==> src/rtl/core/cdq_pkg.sv <==
// ----------------------------------------------------------------------------
// cdq_pkg
// Shared types and constants for the circular deque core: operation codes,
// field widths and the command/status bundles between controller and datapath.
// ----------------------------------------------------------------------------
package cdq_pkg;

    localparam int FUNC_W = 3;
    localparam int DATA_W = 32;
    // ok, popped, front, rear, full, empty = 99 bits, padded to whole bytes
    localparam int OUT_W  = 104;

    // Operation codes; codes above pop back behave as a query
    localparam logic [FUNC_W-1:0] OP_PUSH_FRONT = 3'd0;
    localparam logic [FUNC_W-1:0] OP_PUSH_BACK  = 3'd1;
    localparam logic [FUNC_W-1:0] OP_POP_FRONT  = 3'd2;
    localparam logic [FUNC_W-1:0] OP_POP_BACK   = 3'd3;

    // Value reported for front and rear of an empty deque
    localparam logic signed [DATA_W-1:0] EMPTY_VALUE = '1;

    typedef struct packed {
        logic accept;   // input beat taken this cycle
        logic fetch;    // read the slot a pop would remove
        logic update;   // move pointers, write pushed value, capture popped value
        logic peek;     // read the new front and rear slots
        logic load;     // fill the output register
    } cdq_cmd_t;

    typedef struct packed {
        logic out_free; // output register empty or being drained
    } cdq_status_t;

endpackage

==> src/rtl/core/cdq_ram.sv <==
// ----------------------------------------------------------------------------
// cdq_ram
// Generic RAM: one write port, two read ports sharing a read enable,
// registered read data.
// ----------------------------------------------------------------------------
module cdq_ram #(
    parameter int WIDTH = 32,
    parameter int DEPTH = 8,
    localparam int AW   = $clog2(DEPTH)
) (
    input  logic             clk,
    input  logic             we,
    input  logic [AW-1:0]    waddr,
    input  logic [WIDTH-1:0] wdata,
    input  logic             re,
    input  logic [AW-1:0]    raddr_a,
    input  logic [AW-1:0]    raddr_b,
    output logic [WIDTH-1:0] rdata_a,
    output logic [WIDTH-1:0] rdata_b
);

    logic [WIDTH-1:0] mem [DEPTH];
    logic [WIDTH-1:0] rdata_a_reg;
    logic [WIDTH-1:0] rdata_b_reg;

    // Write port
    always_ff @(posedge clk)
    begin
        if (we)
        begin
            mem[waddr] <= wdata;
        end
    end

    // Registered read ports, held while not enabled
    always_ff @(posedge clk)
    begin
        if (re)
        begin
            rdata_a_reg <= mem[raddr_a];
            rdata_b_reg <= mem[raddr_b];
        end
    end

    assign rdata_a = rdata_a_reg;
    assign rdata_b = rdata_b_reg;

endmodule

==> src/rtl/core/cdq_ctrl.sv <==
// ----------------------------------------------------------------------------
// cdq_ctrl
// Operation sequencer: accept a beat, fetch the pop slot, update the ring,
// peek at both ends, then hand the result to the output register.
// ----------------------------------------------------------------------------
module cdq_ctrl
    import cdq_pkg::*;
(
    input  logic        clk,
    input  logic        rst_n,
    input  logic        s_tvalid,
    output logic        s_tready,
    input  cdq_status_t status,
    output cdq_cmd_t    cmd
);

    localparam logic [2:0] S_IDLE   = 3'd0;
    localparam logic [2:0] S_FETCH  = 3'd1;
    localparam logic [2:0] S_UPDATE = 3'd2;
    localparam logic [2:0] S_PEEK   = 3'd3;
    localparam logic [2:0] S_DONE   = 3'd4;

    logic [2:0] state_reg;
    logic [2:0] state_next;

    // Next state and commands
    always_comb
    begin
        state_next = state_reg;
        cmd        = '0;
        s_tready   = 1'b0;
        case (state_reg)
            S_IDLE:
            begin
                s_tready   = 1'b1;
                cmd.accept = s_tvalid;
                if (s_tvalid)
                begin
                    state_next = S_FETCH;
                end
            end
            S_FETCH:
            begin
                cmd.fetch  = 1'b1;
                state_next = S_UPDATE;
            end
            S_UPDATE:
            begin
                cmd.update = 1'b1;
                state_next = S_PEEK;
            end
            S_PEEK:
            begin
                cmd.peek   = 1'b1;
                state_next = S_DONE;
            end
            S_DONE:
            begin
                // hold until the output register can take the result
                if (status.out_free)
                begin
                    cmd.load   = 1'b1;
                    state_next = S_IDLE;
                end
            end
            default:
            begin
                state_next = S_IDLE;
            end
        endcase
    end

    always_ff @(posedge clk or negedge rst_n)
    begin
        if (!rst_n)
        begin
            state_reg <= S_IDLE;
        end
        else
        begin
            state_reg <= state_next;
        end
    end

endmodule

==> src/rtl/core/cdq_dpath.sv <==
// ----------------------------------------------------------------------------
// cdq_dpath
// Deque datapath: head/tail pointers, empty flag, ring memory, and the
// output register that carries one result beat.
// ----------------------------------------------------------------------------
module cdq_dpath
    import cdq_pkg::*;
#(
    parameter int DEPTH = 8
) (
    input  logic              clk,
    input  logic              rst_n,
    input  cdq_cmd_t          cmd,
    output cdq_status_t       status,
    input  logic [FUNC_W-1:0] s_tuser,
    input  logic [DATA_W-1:0] s_tdata,
    output logic              m_tvalid,
    input  logic              m_tready,
    output logic [OUT_W-1:0]  m_tdata
);

    localparam int AW = $clog2(DEPTH);
    localparam logic [AW-1:0] LAST_IDX = AW'(DEPTH - 1);

    function automatic logic [AW-1:0] step_up(input logic [AW-1:0] i);
        return (i == LAST_IDX) ? '0 : i + 1'b1;
    endfunction

    function automatic logic [AW-1:0] step_down(input logic [AW-1:0] i);
        return (i == '0) ? LAST_IDX : i - 1'b1;
    endfunction

    logic [FUNC_W-1:0]        func_reg;
    logic signed [DATA_W-1:0] data_reg;
    logic [AW-1:0]            head_reg;
    logic [AW-1:0]            head_next;
    logic [AW-1:0]            tail_reg;
    logic [AW-1:0]            tail_next;
    logic                     empty_reg;
    logic                     empty_next;
    logic                     ok_reg;
    logic                     ok_next;
    logic signed [DATA_W-1:0] popped_reg;
    logic signed [DATA_W-1:0] popped_next;
    logic                     out_valid_reg;
    logic [OUT_W-1:0]         out_data_reg;
    logic [OUT_W-1:0]         out_data_next;

    logic                     is_push;
    logic                     is_pop;
    logic                     full_now;
    logic                     ram_we;
    logic [AW-1:0]            ram_waddr;
    logic [AW-1:0]            pop_slot;
    logic [AW-1:0]            raddr_a;
    logic [DATA_W-1:0]        rdata_a;
    logic [DATA_W-1:0]        rdata_b;
    logic signed [DATA_W-1:0] front_value;
    logic signed [DATA_W-1:0] rear_value;

    // Capture the accepted beat
    always_ff @(posedge clk)
    begin
        if (cmd.accept)
        begin
            func_reg <= s_tuser;
            data_reg <= s_tdata;
        end
    end

    // Decode and pointer moves
    always_comb
    begin
        is_push     = func_reg inside {OP_PUSH_FRONT, OP_PUSH_BACK};
        is_pop      = func_reg inside {OP_POP_FRONT, OP_POP_BACK};
        full_now    = !empty_reg && (step_up(tail_reg) == head_reg);
        head_next   = head_reg;
        tail_next   = tail_reg;
        empty_next  = empty_reg;
        ok_next     = 1'b1;
        popped_next = '0;
        ram_we      = 1'b0;
        ram_waddr   = '0;
        if (is_push)
        begin
            ok_next = !full_now;
            if (!full_now)
            begin
                ram_we = cmd.update;
                if (empty_reg)
                begin
                    // first value lands in slot zero
                    head_next  = '0;
                    tail_next  = '0;
                    empty_next = 1'b0;
                end
                else if (func_reg == OP_PUSH_FRONT)
                begin
                    head_next = step_down(head_reg);
                    ram_waddr = head_next;
                end
                else
                begin
                    tail_next = step_up(tail_reg);
                    ram_waddr = tail_next;
                end
            end
        end
        else if (is_pop)
        begin
            ok_next = !empty_reg;
            if (!empty_reg)
            begin
                popped_next = rdata_a;
                if (head_reg == tail_reg)
                begin
                    // last value gone: rewind both pointers
                    head_next  = '0;
                    tail_next  = '0;
                    empty_next = 1'b1;
                end
                else if (func_reg == OP_POP_FRONT)
                begin
                    head_next = step_up(head_reg);
                end
                else
                begin
                    tail_next = step_down(tail_reg);
                end
            end
        end
    end

    // Pointer state and per-item results
    always_ff @(posedge clk or negedge rst_n)
    begin
        if (!rst_n)
        begin
            head_reg  <= '0;
            tail_reg  <= '0;
            empty_reg <= 1'b1;
        end
        else if (cmd.update)
        begin
            head_reg  <= head_next;
            tail_reg  <= tail_next;
            empty_reg <= empty_next;
        end
    end

    always_ff @(posedge clk)
    begin
        if (cmd.update)
        begin
            ok_reg     <= ok_next;
            popped_reg <= popped_next;
        end
    end

    // Port A reads the pop slot on fetch and the front on peek; port B the rear
    assign pop_slot = (func_reg == OP_POP_FRONT) ? head_reg : tail_reg;
    assign raddr_a  = cmd.peek ? head_reg : pop_slot;

    cdq_ram #(
        .WIDTH (DATA_W),
        .DEPTH (DEPTH)
    ) u_ram (
        .clk     (clk),
        .we      (ram_we),
        .waddr   (ram_waddr),
        .wdata   (data_reg),
        .re      (cmd.fetch | cmd.peek),
        .raddr_a (raddr_a),
        .raddr_b (tail_reg),
        .rdata_a (rdata_a),
        .rdata_b (rdata_b)
    );

    // Assemble the result beat
    always_comb
    begin
        front_value   = empty_reg ? EMPTY_VALUE : rdata_a;
        rear_value    = empty_reg ? EMPTY_VALUE : rdata_b;
        out_data_next = '0;
        out_data_next[0]     = ok_reg;
        out_data_next[32:1]  = popped_reg;
        out_data_next[64:33] = front_value;
        out_data_next[96:65] = rear_value;
        out_data_next[97]    = full_now;
        out_data_next[98]    = empty_reg;
    end

    // Output register
    always_ff @(posedge clk or negedge rst_n)
    begin
        if (!rst_n)
        begin
            out_valid_reg <= 1'b0;
        end
        else if (cmd.load)
        begin
            out_valid_reg <= 1'b1;
        end
        else if (m_tready)
        begin
            out_valid_reg <= 1'b0;
        end
    end

    always_ff @(posedge clk)
    begin
        if (cmd.load)
        begin
            out_data_reg <= out_data_next;
        end
    end

    assign status.out_free = !out_valid_reg || m_tready;
    assign m_tvalid        = out_valid_reg;
    assign m_tdata         = out_data_reg;

endmodule

==> src/rtl/core/circular_deque_core.sv <==
// ----------------------------------------------------------------------------
// circular_deque_core
// Double-ended queue of signed 32-bit words in a ring of DEPTH slots.
// Sequence: an accepted input beat runs through the fetch, update and peek states around the
//   registered-read ring memory, then its result is loaded into the output register once that
//   is free; no new beat is accepted until then.
// Reset: asynchronous, active low; the deque comes up empty, pointers at 0.
//   Ring contents are not cleared, only slots already written are ever used in a result.
// ----------------------------------------------------------------------------
module circular_deque_core
    import cdq_pkg::*;
#(
    parameter int DEPTH = 8
) (
    input  logic              clk,
    input  logic              rst_n,
    input  logic              s_tvalid,
    output logic              s_tready,
    input  logic [31:0]       s_tdata,   // [31:0] data_value
    input  logic [FUNC_W-1:0] s_tuser,   // [2:0] func
    output logic              m_tvalid,
    input  logic              m_tready,
    // [0] ok, [32:1] popped_value, [64:33] front_value, [96:65] rear_value,
    // [97] is_full, [98] is_empty, [103:99] zero
    output logic [OUT_W-1:0]  m_tdata
);

    cdq_cmd_t    cmd;
    cdq_status_t status;

    cdq_ctrl u_ctrl (
        .clk      (clk),
        .rst_n    (rst_n),
        .s_tvalid (s_tvalid),
        .s_tready (s_tready),
        .status   (status),
        .cmd      (cmd)
    );

    cdq_dpath #(
        .DEPTH (DEPTH)
    ) u_dpath (
        .clk      (clk),
        .rst_n    (rst_n),
        .cmd      (cmd),
        .status   (status),
        .s_tuser  (s_tuser),
        .s_tdata  (s_tdata),
        .m_tvalid (m_tvalid),
        .m_tready (m_tready),
        .m_tdata  (m_tdata)
    );

endmodule

==> config.mk <==
export PLATFORM = sky130hd
export DESIGN_NAME = circular_deque_core
export DESIGN_NICKNAME = d
export VERILOG_FILES = /design/src/rtl/core/cdq_pkg.sv /design/src/rtl/core/cdq_ram.sv /design/src/rtl/core/cdq_ctrl.sv /design/src/rtl/core/cdq_dpath.sv /design/src/rtl/core/circular_deque_core.sv
export SDC_FILE = /design/constraint.sdc
export NUM_CORES = 1
export LEC_CHECK = 0
export BUFFER_PORTS_ARGS = -buffer_cell sky130_fd_sc_hd__buf_4
export CAP_MARGIN = 15
export CORE_MARGIN = 2
export CORE_UTILIZATION = 55
export CTS_CLUSTER_DIAMETER = 100
export CTS_CLUSTER_SIZE = 14
export DETAILED_ROUTE_END_ITERATION = 12
export PLACE_DENSITY = 0.86
export SLEW_MARGIN = 20
export SYNTH_ARGS = -nofsm -noshare
export SYNTH_HDL_FRONTEND = slang
export SYNTH_SLANG_ARGS = --single-unit
==> constraint.sdc <==
create_clock -name clk -period 6.4 [get_ports clk]
set_clock_uncertainty 0.05 [all_clocks]
set_input_delay 0.96 -clock clk [delete_from_list [all_inputs] [get_ports clk]]
set_output_delay 0.96 -clock clk [all_outputs]
set_load 0.01 [all_outputs]
==> flow_summary.ini <==
[worst_setup_path]
crit_arrival_ps = 4340
crit_fanout = 44
critPathKind = flop to flop
regToRegSetupSlack_ps = 2200
crit_path_start_kind = flop
cp.required_ps = 6540
end_kind = flop

[flow_run]
maxCapViolCount = 0

[finish]
area_growth_pct = 11.7
nFillCells = 2756
final_cell_mix = 487 x edfxtp_1, 171 x buf_4, 158 x nand2_1
final_cells = 2129
drive_gt1_share_pct = 26.4
layout_commonest_cell = edfxtp_1
regMostFlops = u_dpath.u_ram.mem
seq_area_sq_mm = 0.0149
largest_reg_flops = 256
multi_input_area_sq_mm = 0.00676
design_area_sq_mm = 0.0248
n_antenna_cell = 0
nets = 1635

[global_route]
grtUsageTotal_pct = 25.3
grt_pass1_wl_microns = 80500
antenna_found_initial = 0
grt_start_max_net_pins = 96
grt-ovfl-total = 0
grt_pass1_vias = 14220

[detailed_routing]
viasPerCell = 6.69
final_antenna_net_count = 0
drc_errors = 0
num_vias = 14238
drt-initial-drc-count = 1988
wl_per_cell_microns = 24.9
wl_microns = 53000
first_pass_iters = 6

[timing]
post-route-period-util_pct = 65.6
worst_slack_ps = 2200
hold_viol = 0
rsz0062_at_grt = no
tns_ps = 0
fmax_ghz = 0.238
whs_ps = 199
finalSetupViolCount = 0
post-route-min-period_ps = 4200
relSlewSlack_pct = 20.7
drv_slew = 0
tightestPinTransition_ps = 1190

[synthesis]
post-synth-top-area-cell = edfxtp_1
postSynthRegisterBits = 498
synthArstFlopShare_pct = 2.21
synth_area_sq_mm = 0.0222
seq_area_frac_synth_pct = 67.1
synth-edff-count = 487
synth_warnings = 0
synth_top_area_share_pct = 65.8
syn_inst = 1495
avgSynthCellArea_sq_um = 14.9
synth-main-ff-cell = edfxtp_1
yosysUniqueCellTypes = 67
synthTopCellsByArea = edfxtp_1 66%, mux4_2 5.0%, mux2_2 2.7%

[clock_tree]
postCtsSetupBuffers = 0
cts.sinks = 498
clk_latency_ps = 550
clock_path_buffers = 3
cts_hold_buf = 0
path_clk_slew_ps = 70
cts_max_level = 2
cts_buffers = 41
cts_root_buf = clkbuf_16
cts_tree = yes
post_cts_resized = 0

[min_path]
hold_path_class = primary input to asynchronous set/reset pin

[place]
post-dp-hpwl_microns = 30400
portBuffers = 139
dpl_cell_area_sq_mm = 0.0237
place.gp.congestion = 0.891
dpl.cell_count = 2070
dp_slack_ps = 2270

[power]
powerDensity_mw_per_mm2 = 473
p_leak_nw = 8.35
ir_drop_mv = 0.399

[die]
rows = 73
ios = 145
core-area_sq_mm = 0.0398
fp.dieH_microns = 205
die_area_sq_mm = 0.0420
die_w_microns = 205
start_util_pct = 55.8

[run_status]
status = finished, final reports clean
synth_stat cells, types with 5 or more instances:
cell type,count
a22oi_1,16
nor4_1,6
nor2_1,10
clkbuf_1,61
a31oi_1,18
o22ai_1,18
edfxtp_1,487
a21oi_1,77
a311oi_1,35
and2_1,34
mux2i_1,33
ha_1,8
nand2b_1,51
mux4_2,49
or2_2,64
nand2_1,158
o32ai_1,15
buf_1,8
inv_1,7
nand4_1,31
a221o_1,17
nand3b_1,16
a211oi_1,49
mux2_2,54
buf_4,13
mux2_4,10
dfrtp_1,10
buf_2,38
xnor2_1,6
nor3_1,11
nor2b_1,17
buf_6,5
a221oi_1,15
worst max-delay path, stage by stage, from the launching register on:
cell and delay [ps]:
dfrtp_4 840, inv_2 500, ha_1 490, xnor2_1 140, a31oi_1 240, a21oi_1 220
or3_1 530, nor4_2 260, buf_4 530
worst paths after layout:
check | to | cells after the start | start
min reg2reg | u_dpath.m_tdata[20] | 0 | u_dpath.popped_reg[19]
max | u_dpath.u_ram.mem[0][9] | 8 | u_dpath.tail_reg[0]
max reg2reg | u_dpath.u_ram.mem[0][9] | 8 | u_dpath.tail_reg[0]
min in group clk | u_dpath.m_tdata[20] | 0 | u_dpath.popped_reg[19]
min | u_dpath.tail_reg[1] | 1 | rst_n
max in group asynchronous | u_dpath.empty_reg | 1 | rst_n
area by class of cell:
type | instances | share of cell area (%)
clock buffer | 57 | 4.55
clock inverter | 2 | 0.0706
sequential | 498 | 60.1
timing repair buffer | 172 | 5.22
tap | 525 | 2.65
multi-input combinational | 865 | 27.3
inverter | 10 | 0.151
routing by layer:
metal	share of wire (%)	GRT usage, %
met2	47	40.2
met5	0	0
met4	3.8	10.4
met1	37	34.3
met3	12	5.11
logic make-up after synthesis:
| group | Yosys count | synth area share, % |
|---|---|---|
| buffers and inverters | 136 | 2.91 |
| adder cells (fa/ha/maj) | 8 | 0.451 |
| AO/OA/AOI/OAI | 280 | 9.22 |
| other | 1 | 0.0169 |
| AND/OR/NAND/NOR | 417 | 10.1 |
| flip-flops | 498 | 67.1 |
| multiplexers | 149 | 10.0 |
| XOR/XNOR | 6 | 0.237 |
where the power goes:
part	total [mW]	leakage, nW	internal (mW)	switching [mW]
logic	4.43	3.22	1.80	2.64
clock network	2.28	0.555	1.22	1.06
registers	5.01	4.57	4.57	0.438
total	11.7	8.35	7.59	4.13
per-stage QoR:
| step | power (mW) | util (%) |
|---|---|---|
| floorplan | 8.14 | - |
| global placement | 9.17 | 59.4 |
| detailed placement | 9.38 | 59.4 |
| CTS | 11.7 | 62.3 |
| global route | 12.2 | 62.3 |
| finish | 11.7 | 62.3 |
Note: power is estimated with default switching activity, not from simulation.
